File: config.mk
export PLATFORM = sky130hd
export DESIGN_NAME = two_axis_step_sequencer_core
export DESIGN_NICKNAME = d
export VERILOG_FILES = /design/src/rtl/core/tass_pkg.sv /design/src/rtl/core/tass_divider.sv /design/src/rtl/core/two_axis_step_sequencer_core.sv
export VERILOG_INCLUDE_DIRS = /design/src /design/src/rtl/core
export SDC_FILE = /design/constraint.sdc
export NUM_CORES = 1
export LEC_CHECK = 0
export BUFFER_PORTS_ARGS = -buffer_cell sky130_fd_sc_hd__buf_2
export CAP_MARGIN = 30
export CORE_ASPECT_RATIO = 1.1
export CORE_MARGIN = 5
export CORE_UTILIZATION = 25
export DETAILED_ROUTE_END_ITERATION = 7
export SLEW_MARGIN = 20
export SYNTH_ARGS = -nofsm -noshare
export SYNTH_HDL_FRONTEND = slang
export SYNTH_HIERARCHICAL = 1
export SYNTH_SLANG_ARGS = --single-unit
export TNS_END_PERCENT = 5
File: constraint.sdc
create_clock -name clock -period 13.4 [get_ports clock]
set_input_delay 0.67 -clock clock [delete_from_list [all_inputs] [get_ports clock]]
set_output_delay 0.67 -clock clock [all_outputs]
set_load 0.005 [all_outputs]
File: src/rtl/core/two_axis_step_sequencer_core_macros.svh
// Assertion macros for the step sequencer.
`ifndef TWO_AXIS_STEP_SEQUENCER_CORE_MACROS_SVH
`define TWO_AXIS_STEP_SEQUENCER_CORE_MACROS_SVH

// Same-cycle implication.
`define TASS_ASSERT_NOW(label, ante, cons, msg) \
   label: assert property (@(posedge clock) disable iff (reset) (ante) |-> (cons)) \
      else $error(msg);

// Next-cycle implication.
`define TASS_ASSERT_NEXT(label, ante, cons, msg) \
   label: assert property (@(posedge clock) disable iff (reset) (ante) |=> (cons)) \
      else $error(msg);

`endif

File: src/rtl/core/tass_pkg.sv
`default_nettype none

package tass_pkg;

   localparam int COUNT_BITS_DEF    = 24;
   localparam int BACKOFF_STEPS_DEF = 20;
   localparam int MOVE_W            = 24;

   localparam logic [1:0] KIND_TICK = 2'd0;
   localparam logic [1:0] KIND_MOVE = 2'd1;
   localparam logic [1:0] KIND_HOME = 2'd2;

   typedef enum logic [1:0] {
      MODE_IDLE = 2'd0,
      MODE_MOVE = 2'd1,
      MODE_SEEK = 2'd2,
      MODE_BACK = 2'd3
   } mode_type;

   typedef enum logic [1:0] {
      PLAN_X_ONLY  = 2'd0,
      PLAN_Y_ONLY  = 2'd1,
      PLAN_Y_MAJOR = 2'd2,
      PLAN_X_MAJOR = 2'd3
   } plan_type;

   typedef enum logic {
      SEQ_READY  = 1'b0,
      SEQ_DIVIDE = 1'b1
   } seq_type;

   typedef enum logic {
      DIV_IDLE = 1'b0,
      DIV_RUN  = 1'b1
   } div_state_type;

endpackage

`default_nettype wire

File: src/rtl/core/tass_divider.sv
`default_nettype none

module tass_divider
   import tass_pkg::*;
#(
   parameter int COUNT_BITS = COUNT_BITS_DEF
) (
   input  wire logic                  clock,
   input  wire logic                  reset,
   input  wire logic                  start,
   input  wire logic [COUNT_BITS-1:0] dividend,
   input  wire logic [COUNT_BITS-1:0] divisor,
   output logic                       done,
   output logic [COUNT_BITS-1:0]      quotient
);

   localparam int CW = $clog2(COUNT_BITS);

   div_state_type          state_ff, state_in;
   logic [CW-1:0]          cnt_ff, cnt_in;
   logic [COUNT_BITS-1:0]  rem_ff, rem_in;
   logic [COUNT_BITS-1:0]  quo_ff, quo_in;
   logic [COUNT_BITS-1:0]  dsr_ff, dsr_in;
   logic                   done_ff, done_in;
   logic [COUNT_BITS:0]    rem_shift;
   logic [COUNT_BITS:0]    diff;
   logic                   ge;
   logic                   last_step;

   assign rem_shift = {rem_ff, quo_ff[COUNT_BITS-1]};
   assign diff      = rem_shift - {1'b0, dsr_ff};
   assign ge        = !diff[COUNT_BITS];
   assign last_step = (cnt_ff == CW'(COUNT_BITS - 1));

   always_comb begin
      state_in = state_ff;
      unique case (state_ff)
         DIV_IDLE: begin
            if (start) state_in = DIV_RUN;
         end
         DIV_RUN: begin
            if (last_step) state_in = DIV_IDLE;
         end
         default: state_in = DIV_IDLE;
      endcase
   end

   always_comb begin
      cnt_in  = cnt_ff;
      rem_in  = rem_ff;
      quo_in  = quo_ff;
      dsr_in  = dsr_ff;
      done_in = 1'b0;
      unique case (state_ff)
         DIV_IDLE: begin
            if (start) begin
               cnt_in = '0;
               rem_in = '0;
               quo_in = dividend;
               dsr_in = divisor;
            end
         end
         DIV_RUN: begin
            rem_in  = ge ? diff[COUNT_BITS-1:0] : rem_shift[COUNT_BITS-1:0];
            quo_in  = {quo_ff[COUNT_BITS-2:0], ge};
            cnt_in  = cnt_ff + 1'b1;
            done_in = last_step;
         end
         default: ;
      endcase
   end

   always_ff @(posedge clock) begin
      if (reset) begin
         state_ff <= DIV_IDLE;
         cnt_ff   <= '0;
         done_ff  <= 1'b0;
      end else begin
         state_ff <= state_in;
         cnt_ff   <= cnt_in;
         done_ff  <= done_in;
      end
   end

   always_ff @(posedge clock) begin
      rem_ff <= rem_in;
      quo_ff <= quo_in;
      dsr_ff <= dsr_in;
   end

   assign done     = done_ff;
   assign quotient = quo_ff;

endmodule

`default_nettype wire

File: src/rtl/core/two_axis_step_sequencer_core.sv
// Channel | Dir | Payload                                         | Sideband
// req     | in  | tdata: move_dx, move_dy, x_min, x_max, y_min,   | tuser: kind
//         |     |        y_max                                    |
// rsp     | out | tdata: step_x, step_y, dir_x, dir_y, busy_res   | tlast: done_res
//
// Ticks and home commands never start the divider. A move with two nonzero counts runs
// one restoring division, one quotient bit per cycle, before the next item is taken.
// Reset is synchronous; all sequencing state clears to idle.
// One result item per input item, held in an output register; the input stalls
// only while that register is full and not taken, or while the divider runs.
`default_nettype none

module two_axis_step_sequencer_core
   import tass_pkg::*;
#(
   parameter int COUNT_BITS    = COUNT_BITS_DEF,
   parameter int BACKOFF_STEPS = BACKOFF_STEPS_DEF
) (
   input  wire logic        clock,
   input  wire logic        reset,
   input  wire logic        req_tvalid,
   output logic             req_tready,
   // [23:0] move_dx, [47:24] move_dy, [48] x_min_hit, [49] x_max_hit,
   // [50] y_min_hit, [51] y_max_hit, [55:52] zero
   input  wire logic [55:0] req_tdata,
   // [1:0] kind
   input  wire logic [1:0]  req_tuser,
   output logic             rsp_tvalid,
   input  wire logic        rsp_tready,
   // [0] step_x, [1] step_y, [2] dir_x, [3] dir_y, [4] busy_res, [7:5] zero
   output logic [7:0]       rsp_tdata,
   // done_res
   output logic             rsp_tlast
);

   `include "two_axis_step_sequencer_core_macros.svh"

   localparam int WIDE = (COUNT_BITS > MOVE_W) ? COUNT_BITS : MOVE_W;
   localparam logic [WIDE-1:0] CNT_MASK_W = WIDE'({COUNT_BITS{1'b1}});
   localparam int BW = $clog2(BACKOFF_STEPS + 1);

   seq_type                seq_ff, seq_in;
   mode_type               mode_ff, mode_in;
   plan_type               plan_ff, plan_in;
   logic [COUNT_BITS-1:0]  ticks_ff, ticks_in;
   logic [COUNT_BITS-1:0]  phase_ff, phase_in;
   logic [COUNT_BITS-1:0]  ratio_ff;
   logic                   halt_x_ff, halt_x_in;
   logic                   halt_y_ff, halt_y_in;
   logic [3:0]             prev_ff;
   logic [1:0]             dir_ff, dir_in;
   logic [BW-1:0]          backoff_ff, backoff_in;
   logic                   rsp_valid_ff, rsp_valid_in;
   logic                   step_x_ff, step_x_in;
   logic                   step_y_ff, step_y_in;
   logic                   busy_ff;
   logic                   done_ff, done_in;

   logic                   req_accept;
   logic [MOVE_W-1:0]      dx, dy;
   logic [3:0]             lim;
   logic [3:0]             rise;
   logic                   nx, zx, ny, zy;
   logic [MOVE_W-1:0]      ax, ay;
   logic [WIDE-1:0]        wx, wy;
   logic [COUNT_BITS-1:0]  mx, my;
   logic                   hx, hy;
   logic                   both_tick;
   logic [COUNT_BITS-1:0]  phase_next;
   logic [COUNT_BITS-1:0]  ticks_dec;
   logic [BW-1:0]          backoff_dec;
   logic                   div_start;
   logic                   div_done;
   logic [COUNT_BITS-1:0]  div_quotient;
   logic [COUNT_BITS-1:0]  div_dividend, div_divisor;

   assign dx  = req_tdata[23:0];
   assign dy  = req_tdata[47:24];
   assign lim = req_tdata[51:48];

   assign req_tready = (seq_ff == SEQ_READY) && (!rsp_valid_ff || rsp_tready);
   assign req_accept = req_tvalid && req_tready;

   assign nx = dx[MOVE_W-1];
   assign ny = dy[MOVE_W-1];
   assign zx = (dx == '0);
   assign zy = (dy == '0);
   assign ax = nx ? (MOVE_W'(0) - dx) : dx;
   assign ay = ny ? (MOVE_W'(0) - dy) : dy;
   assign wx = (WIDE'(ax) > CNT_MASK_W) ? CNT_MASK_W : WIDE'(ax);
   assign wy = (WIDE'(ay) > CNT_MASK_W) ? CNT_MASK_W : WIDE'(ay);
   assign mx = wx[COUNT_BITS-1:0];
   assign my = wy[COUNT_BITS-1:0];

   assign rise        = lim & ~prev_ff;
   assign both_tick   = (phase_ff == '0);
   assign phase_next  = (COUNT_BITS'(phase_ff + 1'b1) == ratio_ff) ? '0
                                                                   : COUNT_BITS'(phase_ff + 1'b1);
   assign ticks_dec   = (ticks_ff != '0) ? COUNT_BITS'(ticks_ff - 1'b1) : '0;
   assign backoff_dec = (backoff_ff != '0) ? BW'(backoff_ff - 1'b1) : '0;

   assign div_start    = req_accept && (req_tuser == KIND_MOVE) && !zx && !zy;
   assign div_dividend = (my >= mx) ? my : mx;
   assign div_divisor  = (my >= mx) ? mx : my;

   tass_divider #(
      .COUNT_BITS(COUNT_BITS)
   ) u_divider (
      .clock   (clock),
      .reset   (reset),
      .start   (div_start),
      .dividend(div_dividend),
      .divisor (div_divisor),
      .done    (div_done),
      .quotient(div_quotient)
   );

   always_comb begin
      seq_in = seq_ff;
      unique case (seq_ff)
         SEQ_READY: begin
            if (div_start) seq_in = SEQ_DIVIDE;
         end
         SEQ_DIVIDE: begin
            if (div_done) seq_in = SEQ_READY;
         end
         default: seq_in = SEQ_READY;
      endcase
   end

   always_comb begin
      mode_in    = mode_ff;
      plan_in    = plan_ff;
      ticks_in   = ticks_ff;
      phase_in   = phase_ff;
      halt_x_in  = halt_x_ff;
      halt_y_in  = halt_y_ff;
      dir_in     = dir_ff;
      backoff_in = backoff_ff;
      step_x_in  = 1'b0;
      step_y_in  = 1'b0;
      done_in    = 1'b0;
      hx         = halt_x_ff;
      hy         = halt_y_ff;
      unique case (req_tuser)
         KIND_MOVE: begin
            dir_in    = {!ny && !zy, !nx && !zx};
            halt_x_in = (lim[0] && (nx || zx)) || (lim[1] && !nx);
            halt_y_in = (lim[2] && (ny || zy)) || (lim[3] && !ny);
            phase_in  = '0;
            if (zy) begin
               plan_in  = PLAN_X_ONLY;
               ticks_in = mx;
            end else if (zx) begin
               plan_in  = PLAN_Y_ONLY;
               ticks_in = my;
            end else if (my >= mx) begin
               plan_in  = PLAN_Y_MAJOR;
               ticks_in = my;
            end else begin
               plan_in  = PLAN_X_MAJOR;
               ticks_in = mx;
            end
            if (ticks_in == '0) begin
               mode_in = MODE_IDLE;
               done_in = 1'b1;
            end else begin
               mode_in = MODE_MOVE;
            end
         end
         KIND_HOME: begin
            mode_in    = MODE_SEEK;
            halt_x_in  = 1'b0;
            halt_y_in  = 1'b0;
            dir_in     = 2'b00;
            backoff_in = '0;
         end
         default: begin
            unique case (mode_ff)
               MODE_MOVE: begin
                  hx = halt_x_ff || rise[0] || rise[1];
                  hy = halt_y_ff || rise[2] || rise[3];
                  unique case (plan_ff)
                     PLAN_X_ONLY: step_x_in = !hx;
                     PLAN_Y_ONLY: step_y_in = !hy;
                     PLAN_Y_MAJOR: begin
                        step_x_in = both_tick && !hx && !hy;
                        step_y_in = both_tick ? (!hx && !hy) : !hy;
                     end
                     default: begin
                        step_x_in = both_tick ? (!hx && !hy) : !hx;
                        step_y_in = both_tick && !hx && !hy;
                     end
                  endcase
                  halt_x_in = hx;
                  halt_y_in = hy;
                  phase_in  = phase_next;
                  ticks_in  = ticks_dec;
                  if ((ticks_dec == '0) || (hx && hy)) begin
                     mode_in = MODE_IDLE;
                     done_in = 1'b1;
                  end
               end
               MODE_SEEK: begin
                  hx        = halt_x_ff || lim[0];
                  hy        = halt_y_ff || lim[2];
                  halt_x_in = hx;
                  halt_y_in = hy;
                  if (hx && hy) begin
                     dir_in     = 2'b11;
                     backoff_in = BW'(BACKOFF_STEPS);
                     mode_in    = MODE_BACK;
                  end else begin
                     step_x_in = !hx;
                     step_y_in = !hy;
                  end
               end
               MODE_BACK: begin
                  step_x_in  = 1'b1;
                  step_y_in  = 1'b1;
                  backoff_in = backoff_dec;
                  if (backoff_dec == '0) begin
                     mode_in = MODE_IDLE;
                     done_in = 1'b1;
                  end
               end
               default: ;
            endcase
         end
      endcase
   end

   always_comb begin
      rsp_valid_in = rsp_valid_ff;
      if (req_accept) begin
         rsp_valid_in = 1'b1;
      end else if (rsp_tready) begin
         rsp_valid_in = 1'b0;
      end
   end

   always_ff @(posedge clock) begin
      if (reset) begin
         seq_ff       <= SEQ_READY;
         mode_ff      <= MODE_IDLE;
         plan_ff      <= PLAN_X_ONLY;
         ticks_ff     <= '0;
         phase_ff     <= '0;
         halt_x_ff    <= 1'b0;
         halt_y_ff    <= 1'b0;
         prev_ff      <= '0;
         dir_ff       <= '0;
         backoff_ff   <= '0;
         rsp_valid_ff <= 1'b0;
      end else begin
         seq_ff       <= seq_in;
         rsp_valid_ff <= rsp_valid_in;
         if (req_accept) begin
            mode_ff    <= mode_in;
            plan_ff    <= plan_in;
            ticks_ff   <= ticks_in;
            phase_ff   <= phase_in;
            halt_x_ff  <= halt_x_in;
            halt_y_ff  <= halt_y_in;
            prev_ff    <= lim;
            dir_ff     <= dir_in;
            backoff_ff <= backoff_in;
         end
      end
   end

   always_ff @(posedge clock) begin
      if (div_done) ratio_ff <= div_quotient;
      if (req_accept) begin
         step_x_ff <= step_x_in;
         step_y_ff <= step_y_in;
         busy_ff   <= (mode_in != MODE_IDLE);
         done_ff   <= done_in;
      end
   end

   assign rsp_tvalid = rsp_valid_ff;
   assign rsp_tdata  = {3'b000, busy_ff, dir_ff[1], dir_ff[0], step_y_ff, step_x_ff};
   assign rsp_tlast  = done_ff;

   `TASS_ASSERT_NOW(a_div_done_in_divide, div_done, seq_ff == SEQ_DIVIDE,
                    "divider finished outside a divide phase")
   `TASS_ASSERT_NOW(a_ratio_nonzero,
                    (seq_ff == SEQ_READY) && (mode_ff == MODE_MOVE) &&
                    ((plan_ff == PLAN_X_MAJOR) || (plan_ff == PLAN_Y_MAJOR)),
                    ratio_ff != '0, "major-axis move running with zero ratio")
   `TASS_ASSERT_NOW(a_phase_below_ratio,
                    (seq_ff == SEQ_READY) && (mode_ff == MODE_MOVE) &&
                    ((plan_ff == PLAN_X_MAJOR) || (plan_ff == PLAN_Y_MAJOR)),
                    phase_ff < ratio_ff, "tick phase escaped its ratio")

endmodule

`default_nettype wire

Word-level counts from Yosys, hierarchy flattened

Index checks and enable logic that the tools add are counted.
W data, S select, Z words.

Logic and storage cells: 173
RAM bits: 0
Input port bits: 62
Output and inout bits: 11
ROM bits: 0
Memories kept: 0
Bits in latches: 0
Register bits: 174

Divide/modulo/power cells: 0
$add $sub $neg: 7
$lt $le $gt $ge: 3
Mux-type cells: 62
Bitwise operators: 6
Shifts and indexed selects: 0
Multiply operators: 0
Reductions and logical operators: 62
Eq/ne operators: 11

Operators by type and width:

| cell                    | count |
|---|---|
| $mux W24                | 16 |
| $pmux W24 S2            | 4 |
| $logic_not A24 Y1       | 5 |
| $gt A24 B24 Y1 const B  | 2 |
| $sub A1 B24 Y24 const A | 2 |
| $pmux W5 S2             | 3 |
| $sub A25 B24 Y25        | 1 |
| $add A24 B1 Y24 const B | 1 |
| $eq A24 B24 Y1          | 1 |
| $ge A24 B24 Y1          | 1 |
| $reduce_bool A24 Y1     | 1 |
| $sub A24 B1 Y24 const B | 1 |
| $logic_and A1 B1 Y1     | 16 |
| $pmux W1 S2             | 8 |
| $mux W5                 | 3 |
| $mux W1                 | 14 |
| $mux W2                 | 7 |
| $logic_or A1 B1 Y1      | 12 |
| $pmux W1 S3             | 4 |
| $logic_not A1 Y1        | 10 |
| $reduce_bool A3 Y1      | 3 |
| $eq A2 B2 Y1 const B    | 4 |
| $pmux W2 S2             | 2 |
| $eq A2 B1 Y1 const B    | 3 |
| other kinds (18)        | 27 |

Longest topological paths before layout

Gate-level depths: netlist of the first run.

Depth in word-level cells: 13
Depth in mapped cells: 19
Mapped depth without buffers: 18

Hierarchy

The synthesis of the first run kept the hierarchy.

By module, submodules not included:

| module                       | seq. area each (sq um) | area an instance (sq um) | cells an instance | instances |
|---|---|---|---|---|
| two_axis_step_sequencer_core | 2182.1                 | 8514.4                   | 1134              | 1 |
| tass_divider                 | 2302.2                 | 4468.0                   | 392               | 1 |

Worst setup path before layout of the first run

Ideal clock, no wire load.

Path type: input -> register
Start: input req_tdata[15]
End: register u_divider.quo_ff[1] (netlist: u_divider/quotient[1]) (data pin)
Stages: 13
Path slack: 8.413 ns
Buffers on the path: 3
Data required time: 13.140 ns
Library setup time: 0.260 ns
Arrival time: 4.728 ns
Path through: or4_1 or4_1 or4b_2 clkbuf_1 ha_1 nand4_1 nor4_1 nand2_1 o211ai_1 clkbuf_1 clkbuf_1 mux2i_1 mux2_2

Word-level cells in the longest chain between the ends: 8

RTL lines:

| element                 | RTL line                            | source |
|---|---|---|
| from (decl)             | two_axis_step_sequencer_core.sv:25  | `input wire logic [55:0] req_tdata,` |
| $sub A1 B24 Y24         | two_axis_step_sequencer_core.sv:88  | `assign ax = nx ? (MOVE_W'(0) - dx) : dx;` |
| $mux W24 (*)            | two_axis_step_sequencer_core.sv:88  |  |
| $gt A24 B24 Y1          | two_axis_step_sequencer_core.sv:90  | `assign wx = (WIDE'(ax) > CNT_MASK_W) ? CNT_MASK_W : WIDE'(ax);` |
| $mux W24 (*)            | two_axis_step_sequencer_core.sv:90  |  |
| $ge A24 B24 Y1          | two_axis_step_sequencer_core.sv:103 | `assign div_dividend = (my >= mx) ? my : mx;` |
| $mux W24 (*)            | two_axis_step_sequencer_core.sv:103 |  |
| via div_dividend[1]     | two_axis_step_sequencer_core.sv:75  | `logic [COUNT_BITS-1:0] div_dividend, div_divisor;` |
| $mux W24 (*)            | tass_divider.sv:56                  | `if (start) begin` |
| $pmux W24 S2 (*)        | tass_divider.sv:54                  | `unique case (state_ff)` |
| via u_divider.quo_in[1] | tass_divider.sv:22                  | `logic [COUNT_BITS-1:0] quo_ff, quo_in;` |
| to (signal assigned)    | tass_divider.sv:87                  | `quo_ff <= quo_in;` |
| to (decl)               | tass_divider.sv:22                  |  |

The timed path passes the listed nets; every way through them passes the cells marked *. The select of a mux whose other input is x is not followed.
A chain may end at the register's enable or synchronous reset.

Final worst setup path of the first run

Start: input req_tdata[24]
End: register ticks_ff[13]

Word-level cells in the longest chain between the ends: 10
Elaborated cells on any way between the ends: 11
Classes of those cells: 1 x add/sub; 2 x order compare; 7 x mux; 1 x reduce/logical

RTL lines:

| element              | RTL line                            | source |
|---|---|---|
| $sub A1 B24 Y24      | two_axis_step_sequencer_core.sv:89  | `assign ay = ny ? (MOVE_W'(0) - dy) : dy;` |
| $mux W24             | two_axis_step_sequencer_core.sv:89  |  |
| $gt A24 B24 Y1       | two_axis_step_sequencer_core.sv:91  | `assign wy = (WIDE'(ay) > CNT_MASK_W) ? CNT_MASK_W : WIDE'(ay);` |
| $mux W24             | two_axis_step_sequencer_core.sv:91  |  |
| $ge A24 B24 Y1       | two_axis_step_sequencer_core.sv:157 | `end else if (my >= mx) begin` |
| $mux W24             | two_axis_step_sequencer_core.sv:157 |  |
| $mux W24             | two_axis_step_sequencer_core.sv:154 | `end else if (zx) begin` |
| $mux W24 (*)         | two_axis_step_sequencer_core.sv:151 | `if (zy) begin` |
| $mux W24 (*)         | two_axis_step_sequencer_core.sv:145 | `unique case (req_tuser)` |
| $pmux W24 S2 (*)     | two_axis_step_sequencer_core.sv:145 |  |
| to (signal assigned) | two_axis_step_sequencer_core.sv:261 | `ticks_ff <= ticks_in;` |
| to (decl)            | two_axis_step_sequencer_core.sv:45  | `logic [COUNT_BITS-1:0] ticks_ff, ticks_in;` |

Mark *: on every way between the ends. The rest lies on a longest branch, timed or not. The select of a mux whose other input is x is not followed.

==> results of run 1 <==
==> cell usage in the layout, fill, tap and decap left out, drive strengths merged, types with 7 or more instances in the layout <==
| cell | synthesis | layout |
|---|---|---|
| o31ai | 18 | 18 |
| inv | 97 | 101 |
| xnor2 | 48 | 48 |
| a41oi | 7 | 7 |
| dfxtp | 74 | 74 |
| mux2 | 25 | 25 |
| nor2 | 123 | 123 |
| or4 | 13 | 13 |
| a31oi | 15 | 15 |
| nor4 | 29 | 29 |
| or2 | 9 | 9 |
| and3 | 8 | 8 |
| nand2b | 22 | 22 |
| mux2i | 55 | 55 |
| a211oi | 12 | 12 |
| nor3 | 38 | 38 |
| a21oi | 152 | 152 |
| ha | 57 | 57 |
| a21o | 8 | 8 |
| a21boi | 7 | 7 |
| nor2b | 26 | 26 |
| nor3b | 8 | 8 |
| and2 | 10 | 10 |
| o21ai | 76 | 76 |
| nand2 | 135 | 135 |
| nand3 | 37 | 37 |
| edfxtp | 100 | 100 |
| nand3b | 8 | 8 |
| xor2 | 56 | 56 |
| buf | 24 | 88 |
| o211ai | 22 | 22 |
| nand4 | 29 | 29 |
| and4 | 9 | 9 |
| or3 | 11 | 11 |
| clkbuf | 68 | 19 |
==> worst max-delay path: stages <==
cell	delay [ns]
buf_2	0.15
inv_1	0.22
ha_1	0.32
nor2b_1	0.32
nand4_2	0.28
o21ai_0	0.29
xor2_1	0.33
inv_1	0.15
ha_1	0.35
nand4_1	0.15
nor4_1	0.41
nand2_1	0.09
o211ai_1	0.18
buf_4	0.72
o21bai_4	0.29
buf_12	0.25
nand2_1	0.07
o211ai_1	0.14
o311a_1	0.17
a211oi_1	0.20
==> routing by layer <==
| metal | part of all wire | GRT usage | up-vias | routed length [um] |
|---|---|---|---|---|
| met5 | 0.00069 | 0 | - | 27 |
| met4 | 0.018 | 0.0308 | 4 | 703 |
| met3 | 0.066 | 0.0258 | 49 | 2580 |
| met2 | 0.46 | 0.213 | 389 | 17900 |
| met1 | 0.46 | 0.186 | 5596 | 17700 |
| li1 | - | - | 5599 | - |
==> power breakdown <==
group	switching [mW]	leakage [nW]	total, mW	internal [mW]
sequential	0.0193	1.53	0.621	0.602
clock	0.228	0.239	0.466	0.238
combinational	0.300	3.65	0.474	0.173
==> final cells by class <==
type                    count  area, um^2
inverters                  97         364
clock buffers              19         433
clock inverters            12        88.8
diodes                      2        5.00
flip-flops and latches    174        4490
fillers                  5492       36900
multi-input cells        1165        7790
repair buffers             88         514
well taps                 667         835
==> state kept, by name, summed over array words and instances, names as in the netlist, 2 cells and up <==
signal              flops
ratio_ff               24
u_divider/dsr_ff       24
mode_ff                 2
prev_ff                 4
u_divider/cnt_ff        5
phase_ff               24
ticks_ff               24
u_divider/quotient     24
backoff_ff              5
u_divider/rem_ff       24
dir_ff                  2
plan_ff                 2
==> final timing paths <==
path	endpoint	depth (start not counted)
max	ticks_ff[13]	20
min	ratio_ff[3]	0
max reg2reg	phase_ff[10]	11
min reg2reg	ratio_ff[3]	0
==> per-stage QoR <==
step	std cells	utilization	total power, mW	setup slack [ns]	cell area [um^2]
CTS	2221	0.282	1.57	8.01	14500
floorplan	1528	-	0.965	8.41	13000
detailed placement	2190	0.272	1.10	7.59	14000
finish	2224	0.283	1.56	7.98	14500
global route	2222	0.282	1.64	7.59	14500
global placement	2189	0.272	1.09	7.47	14000
==> logic make-up (layout without fill, tap and decap cells) <==
group | after synthesis | in the layout
other | 1 | 5
xor gates and xnor gates | 104 | 104
and+or+nand+nor | 530 | 530
buffers and inverters | 189 | 216
adders and majority gates | 58 | 58
AOI/OAI and AO/OA | 390 | 390
DFF | 174 | 174
muxes | 80 | 80
==> summary.md, run 1 <==
| Metric | Value |
|---|---|
| DRC | 0 |
| Worst Path Class, Setup | input port to flip-flop |
| Period minus WS final | ~5.4 ns |
| Antenna violations before repair | 6 |
| Post-route antenna net violation count | 0 |
| GPL Wtd Cong | about 0.96 |
| R2r startpoint | phase_ff[0] |
| CP endpoint kind | flip-flop |
| CTS sink cnt | between 150 and 200 |
| Post-Syn Area per Cell | 8.51 um^2 |
| Fraction of layout cells with a size suffix above 1 | 0.116 |
| I/O pin total | 73 |
| Die ar. | 56600 um^2 |
| Hold Path Class | flip-flop to flip-flop |
| Critical Path Start | req_tdata[24] |
| Hold Buf Count CTS | 0 |
| WHS | about 0.45 ns |
| CTS tree | done |
| Post-CTS setup buffers | 0 |
| Status | finished clean |
| Hold Fails Final Rpt | 0 |
| Final WL | slightly below 40000 um |
| CTS Buf Count | 17 |
| Drt pass-1 iters | 5 |
| Worst-skew pair later-pin latency | roughly 0.44 ns |
| Slew @ Worst Pin | slightly below 0.9 ns |
| H-Tree Depth | 4 |
| R2R Setup Slk | 9.36 ns |
| Post-synthesis simple-gate area fraction | 0.212 |
| Hold wc startpoint | u_divider/quotient[3] |
| RSZ-0062 raised after global routing | no |
| Wire length of the first global-routing pass | between 60000 and 70000 um |
| CP arrival | 5.77 ns |
| Num rows | 87 |
| Main combinational cell family by area after synthesis | simple AND/OR/NAND/NOR gates |
| Max Slew Vio Count | 0 |
| Register area share after synthesis | 0.345 |
| Seq cells post-synth | around 170 |
| Clock slew at reported path FFs | about 0.07 ns |
| Synth Instances | approximately 1500 |
| Peak VDD IR | approximately 94 uV |
| Initial Util | 0.253 |
| Initial DRC count | between 800 and 900 |
| Netlist cell types | 90 |
| CP max FO | 76 |
| Post_cts resized | 0 |
| Post-Synth Adder-Cell Area | 0.0565 |
| DR WL/cell | about 18 um |
| Max Clock Freq | 0.185 GHz |
| Syn-to-layout area delta | 11.8% |
| Proportion of synthesized area in mux cells | 0.0644 |
| Overflow after GRT | 0 |
| Post-synth top cells | 151 x a21oi_1, 133 x nand2_1, 123 x nor2_1 |
| Worst setup SP type | input port |
| Post-Synthesis Cell Area | roughly 13000 um^2 |
| HPWL after DPL | roughly 29000 um |
| EDFF count, synth | 100 |
| # setup viols final | 0 |
| Fin nets | between 1500 and 2000 |
| Post-synth top area share | 0.231 |
| Area contributors post-synth | edfxtp_1 23%, dfxtp_1 11%, a21oi_1 5.8% |
| Worst Path Required | ~14 ns |
| Via density | between 5 and 6 |
| Post-synthesis xor/xnor area fraction | 0.0722 |
| Final Cycle Share | 0.404 |
| Leak | 5.42 nW |
| GRT Total Usage | 0.133 |
| Relative slew slack | 0.418 |
| Top FF cell, synth | edfxtp_1 |
| Compound-Gate Fraction of Synth Area | 0.191 |
| Die H | around 250 um |
| FFs w/ async S/R, synth | 0 |
| Most frequent cell after synthesis | a21oi_1 |
| Core footprint | about 51000 um^2 |
| Vias in the first global route | about 11000 |
| Port Buffers | between 60 and 70 |
| Cell type with the largest total area after synthesis | edfxtp_1 |
| Layout Skew | about 0.013 ns |
| Largest net degree at the start of global routing | 77 |
| Setup TNS | 0 ns |
| Die width | approximately 230 um |
| Max clock buf depth | 2 |
| Power Density | 107 nW/um^2 |
| Ys Warns | 6 |
| Via Count | 11600 |
| Max_cap viols | 0 |
| Root buf cell | clkbuf_16 |
Note: power is estimated with default switching activity, not from simulation.
==> run 2, diff against run 1 <==
Clock period 13.4 ns to 5.4 ns, I/O delays scaled along.
==> run 2 against run 1 <==
  * Register-to-register slack worse by 7.8 ns
  * Sequential power increased by 150%
  * Hold slack worse by 0.35 ns
  * Sequential share of layout area fell by 0.37 points
  * Die area stayed put
  * Clock skew increased by 0.0036 ns
  * Clock power grew to 2.7 times the previous value
  * Non-clock buffer count increased by 10
  * Sequential cell count did not move
  * Final cell count is 0.63% higher
  * Critical endpoint is now u_divider/quotient[18]
==> summary.md, run 2 (synthesis results as in run 1) <==
| Metric | Value |
|---|---|
| Post-route antenna net violation count | 0 (unchanged) |
| Syn-to-layout area delta | 13.2% |
| Sequential Area | 4490 um^2 (unchanged) |
| Post_cts resized | 0 (unchanged) |
| Setup TNS | 0 ns (unchanged) |
| Max Slew Vio Count | 0 (unchanged) |
| Hold Path Class | input port to flip-flop |
| Final Cycle Share | 0.799 |
| Period minus WS final | ~4.3 ns |
| Leak | 5.52 nW (+2.0%) |
| CP max FO | 75 (-1.3%) |
| Worst path max stage delay | 0.79 ns (+0.07 ns) |
| Layout Skew | 0.0161 ns (+0.00356 ns) |
| Power Density | 272 nW/um^2 (+150%) |
| I/O pin total | 73 (unchanged) |
| Clock slew at reported path FFs | 0.08 ns (about the same) |
| Max Clock Freq | 0.232 GHz |
| # setup viols final | 0 (unchanged) |
| Worst-skew pair later-pin latency | 0.45 ns (about the same) |
| Sw Pwr | 1.44 mW (+160%) |
| Fin nets | 1673 (+0.60%) |
| Clock power frac | 0.319 (+0.021) |
| DRC | 0 (unchanged) |
| Initial Util | 0.253 (unchanged) |
| Wire length of the first global-routing pass | 62300 um (+2.5%) |
| CTS tree | done |
| Fraction of layout cells with a size suffix above 1 | 0.123 (+0.00685) |
| Worst Path Required | 5.60 ns (-8.15 ns) |
| Final WL | 39500 um (+1.3%) |
| Num rows | 87 (unchanged) |
| R2r startpoint | ticks_ff[0] |
| Cell mode on critical path | or4_1 |
| Most frequent cells in the layout | 151 x a21oi_1, 133 x nand2_1, 123 x nor2_1 |
| Vias in the first global route | 11100 (unchanged) |
| Hold wc startpoint | req_tdata[51] |
| Core footprint | 51400 um^2 (unchanged) |
| Via Count | 11600 (-0.21%) |
| Via density | 5.19 (-0.84%) |
| CTS sink cnt | 174 (unchanged) |
| Hold Buf Count CTS | 0 (unchanged) |
| Gate power share | 0.294 (-0.009) |
| Fillers | 5487 (-0.091%) |
| Peak VDD IR | 216 uV (+130%) |
| Status | finished clean |
| Max clock buf depth | 2 (unchanged) |
| Relative slew slack | 0.356 (-0.0613) |
| RR Endpoint | ticks_ff[4] |
| Max_cap viols | 0 (unchanged) |
| Port Buffers | 65 (unchanged) |
| Commonest non-fill, non-tap cell in the layout | a21oi_1 |
| Die width | 227 um (unchanged) |
| Slowest cell on crit path | or4b_2 |
| Die H | 249 um (unchanged) |
| DR WL/cell | 17.6 um (+0.69%) |
| Hold EP | prev_ff[3] |
| CP arrival | 4.51 ns (-1.26 ns) |
| Worst setup SP type | input port |
| WHS | 0.0958 ns (-0.353 ns) |
| Area occupied by multi-input gates | 7790 um^2 (about the same) |
| Hold Fails Final Rpt | 0 (unchanged) |
| H-Tree Depth | 4 (unchanged) |
| R2R Setup Slk | 1.58 ns (-7.78 ns) |
| Slew @ Worst Pin | 0.958 ns (+0.0846 ns) |
| Sw Ratio | 0.359 (+0.00838) |
| CTS Buf Count | 17 (unchanged) |
| Worst hold path stage count | 3 (+3) |
| Largest net degree at the start of global routing | 76 (-1.3%) |
| GPL Wtd Cong | 0.930 (-2.9%) |
| Worst Path Class, Setup | input port to flip-flop |
| GRT Total Usage | 0.137 (+0.00353) |
| Drt pass-1 iters | 5 (unchanged) |
| CP endpoint kind | flip-flop |
| RSZ-0062 raised after global routing | no |
| Die ar. | 56600 um^2 (unchanged) |
| Int Power | 2.56 mW (+150%) |
| Worst Reg-to-Reg Cells | 11 (unchanged) |
| Antenna violations before repair | 6 (unchanged) |
| Power share of the sequential group | 0.387 (-0.011) |
| Crit-path cells | buf_2 -> or4_1 -> or4_1 -> or4b_2 -> ha_1 -> nand4_1 -> nor4_1 -> nand2_1 -> o211ai_1 -> buf_12 -> a31oi_1 -> mux2_2 |
| Post-CTS setup buffers | 0 (unchanged) |
| HPWL after DPL | 29900 um (+2.3%) |
| Initial DRC count | 880 (+2.7%) |
| Root buf cell | clkbuf_16 |
| Overflow after GRT | 0 (unchanged) |
==> run 2: cell count changes in the layout (fill, tap and decap cells not counted), moves of 2 or more <==
cell	before	now
buf_4	21	31
clkinv_8	0	5
clkinvlp_4	4	0
inv_8	0	4
diode_2	2	5
clkbuf_1	2	0
clkinv_4	1	3
clkinvlp_2	2	0
inv_6	4	2
==> run 2: final cells by class <==
| type | instances | area share |
|---|---|---|
| clock buffer | 17 | 0.0290 |
| tap | 667 | 0.0568 |
| timing repair buffer | 98 | 0.0404 |
| antenna | 5 | 0.000852 |
| multi-input combinational | 1165 | 0.530 |
| inverter | 97 | 0.0248 |
| clock inverter | 15 | 0.0127 |
| sequential | 174 | 0.305 |
==> run 2: metrics by stage <==
step                cell area (um^2)  setup WS [ns]   util  power, mW  std cells
CTS                            14700           1.14  0.286       4.02       2233
global route                   14700          0.678  0.286       4.23       2233
finish                         14700           1.08  0.286       4.00       2238
global placement               14100          0.723  0.273       2.72       2200
detailed placement             14100          0.678  0.274       2.74       2201
floorplan                      13000          0.813      -       2.39       1528
==> run 2: how the worst max path moves through the flow <==
stage | to | cells after the start | from
after floorplan | u_divider/quotient[1] | 13 | req_tdata[15]
after global placement | u_divider/quotient[9] | 12 | req_tdata[15]
after detailed placement | u_divider/quotient[18] | 12 | req_tdata[15]
after CTS | u_divider/quotient[18] | 12 | req_tdata[15]
after global routing | u_divider/quotient[6] | 17 | req_tdata[24]
final | u_divider/quotient[18] | 12 | req_tdata[15]
==> run 2: worst max-delay path, delay by kind of cell <==
| kind | cells | cell delay [ns] |
|---|---|---|
| and+or+nand+nor | 6 | 2.47 |
| adders and majority gates | 1 | 0.37 |
| muxes | 1 | 0.29 |
| AOI/OAI and AO/OA | 2 | 0.57 |
| buffers and inverters | 2 | 0.52 |
==> run 2: power by group through the flow <==
stage          Clock (mW)  Combinational (mW)  Sequential, mW
3_3_place_gp            0                1.14            1.57
2_1_floorplan           0               0.845            1.55
3_5_place_dp            0                1.16            1.58
4_1_cts              1.31                1.17            1.55
5_1_grt              1.37                1.30            1.56
6_report             1.28                1.18            1.55
==> run 2: routing by layer <==
metal	vias to the layer above	GRT usage	routed length [um]
met1	5573	0.196	18000
met3	48	0.0278	2890
met2	370	0.213	17900
met4	4	0.0289	657
li1	5617	-	-
met5	-	0	27
==> run 3, diff against run 2 <==
Clock period 5.4 ns to 3.8 ns, I/O delays scaled along.
==> run 3 against run 2 <==
  * Count of clock-buffer cells in the layout stayed put
  * Clock power is 34% higher
  * Cell area up 8.1%
  * Highest routed layer unchanged
  * Sequential share of layout area is 2.3 points lower
  * Global-route usage up 1.0 points
  * Critical path type unchanged
  * Via count grew 4.9%
  * Sequential cell count did not move
  * Hold slack worse by 0.079 ns
  * Core utilization grew 2.3 points
  * Register-to-register slack got worse by 1.4 ns
==> summary.md, run 3 (synthesis results as in run 1) <==
| Metric | Value |
|---|---|
| Die ar. | 56600 um^2 (unchanged) |
| Final cell count without fillers | 2380 (+6.3%) |
| I/O pin total | 73 (unchanged) |
| Commonest non-fill, non-tap cell in the layout | buf_4 |
| Max_cap viols | 0 (unchanged) |
| Slowest cell on crit path | or4_1 |
| # setup viols final | 0 (unchanged) |
| Worst path max stage delay | 0.62 ns (-0.17 ns) |
| Leak | 6.24 nW (+13%) |
| Post-route antenna net violation count | 0 (unchanged) |
| Largest net degree at the start of global routing | 50 (-34%) |
| Final Cycle Share | 0.952 |
| Worst-skew pair later-pin latency | 0.46 ns (about the same) |
| Worst setup SP type | input port |
| Hold Path Class | input port to flip-flop |
| CTS tree | done |
| GRT Total Usage | 0.147 (+0.0100) |
| Fraction of layout cells with a size suffix above 1 | 0.202 (+0.0794) |
| Peak VDD IR | 278 uV (+28%) |
| Syn-to-layout area delta | 22.3% |
| Wire length of the first global-routing pass | 66000 um (+5.9%) |
| DR WL/cell | 17.8 um (+1.1%) |
| Relative slew slack | 0.444 (+0.0878) |
| Design Power | 5.88 mW (+47%) |
| Max clock buf depth | 2 (unchanged) |
| DRC | 0 (unchanged) |
| Core footprint | 51400 um^2 (unchanged) |
| Most frequent cells in the layout | 170 x buf_4, 150 x a21oi_1, 133 x nand2_1 |
| Clock slew at reported path FFs | 0.07 ns (about the same) |
| Status | finished clean |
| Core Util, Final | 0.309 (+0.0232) |
| Final WL | 42400 um (+7.5%) |
| Vias in the first global route | 11800 (+6.6%) |
| Power Density | 370 nW/um^2 (+36%) |
| Worst Path Required | 4.16 ns (-1.44 ns) |
| Port Buffers | 65 (unchanged) |
| Num rows | 87 (unchanged) |
| Overflow after GRT | 0 (unchanged) |
| Max Slew Vio Count | 0 (unchanged) |
| Initial DRC count | 1038 (+18%) |
| GPL Wtd Cong | 1.00 (+8.0%) |
| Initial Util | 0.253 (unchanged) |
| HPWL after DPL | 33100 um (+11%) |
| CTS sink cnt | 174 (unchanged) |
| Die width | 227 um (unchanged) |
| RSZ-0062 raised after global routing | yes |
| CP endpoint kind | flip-flop |
| Fin nets | 1820 (+8.8%) |
| CTS Buf Count | 17 (unchanged) |
| Max Clock Freq | about 0.28 GHz |
| H-Tree Depth | 4 (unchanged) |
| Layout Skew | 0.0158 ns (-0.000298 ns) |
| Die H | 249 um (unchanged) |
| Period minus WS final | about 3.6 ns |
| Hold Fails Final Rpt | 0 (unchanged) |
| Via density | 5.12 (-1.3%) |
| Buf+Inv Stages, Crit Path | 5 (+3) |
| Worst Path Class, Setup | input port to flip-flop |
| Drt pass-1 iters | 5 (unchanged) |
| Crit-path cells | buf_2 -> or4_1 -> or3_1 -> o31ai_1 -> xor2_1 -> inv_1 -> ha_1 -> nand4_1 -> nor4_2 -> nand2_1 -> o211ai_1 -> buf_4 -> o21bai_4 -> buf_12 -> buf_4 -> a21oi_1 -> a21oi_1 -> a211oi_1 |
| Antenna violations before repair | 3 (-3) |
| Slew @ Worst Pin | 0.834 ns (-0.124 ns) |
| Placed insts | 2343 (+6.5%) |
| Largest delay share family, worst path | simple AND/OR/NAND/NOR gates |
| CP arrival | 3.97 ns (-0.54 ns) |
| Ant diodes | 0 (-5) |
| Via Count | 12200 (+4.9%) |
| CP max FO | 20 (-73%) |
| Root buf cell | clkbuf_16 |
run 3: routing by layer:
layer | up-vias | track usage | part of all wire
met4 | 2 | 0.0627 | 0.038
met3 | 80 | 0.0257 | 0.059
met5 | - | 0 | 0.00028
li1 | 5910 | - | -
met1 | 5781 | 0.198 | 0.45
met2 | 411 | 0.230 | 0.45
run 3: power by group:
part	switching [mW]	internal [mW]	total [mW]	leakage [nW]
combinational	1.14	0.837	1.98	4.44
sequential	0.0747	2.12	2.20	1.53
clock	0.850	0.857	1.71	0.267
run 3: worst min-delay path, cell delays in order:
cell and delay (ns):
buf_2 0.13, nand2_1 0.05, a21oi_1 0.05
run 3: path summary, 6_finish.rpt:
path / start / to / slack, ns / cells past startpoint
worst max register to register: u_divider/quotient[23] / u_divider/rem_ff[13] / 0.23 / 13
worst min register to register: u_divider/quotient[10] / ratio_ff[10] / 0.45 / 0
worst max-delay path: req_tdata[38] / ticks_ff[6] / 0.18 / 18
worst min-delay path: req_tdata[49] / prev_ff[1] / 0.02 / 3
run 3: through the flow:
step / worst slack [ns] / hold WS (ns) / instance area (um^2) / TNS, ns
floorplan: 0.0317 / 0.262 / 13100 / 0
global placement: -0.332 / 0.434 / 15200 / -15.28
detailed placement: -0.456 / 0.440 / 15200 / -22.14
CTS: 0.00630 / 0.00419 / 15800 / 0
global route: -0.0721 / 0.0149 / 15900 / -0.194
finish: 0.184 / 0.0167 / 15900 / 0
run 3: final cells by class:
class / instances / area [um^2]
well taps: 667 / 835
clock inverters: 15 / 129
flip-flops and latches: 174 / 4490
inverters: 97 / 364
repair buffers: 245 / 1760
fillers: 5421 / 35500
multi-input cells: 1165 / 7890
clock buffers: 17 / 425
run 3: what timing repair did:
| item | in CTS | in global routing |
|---|---|---|
| pin swaps | 0 | 3 |
| buffers inserted | 0 | 3 |
| hold endpoints to repair | 2 | 0 |
| cloned | 0 | 0 |
| hold buffers | 2 | 0 |
| gates resized for setup | 1 | 7 |
| endpoints found under the setup margin | 3 | 76 |
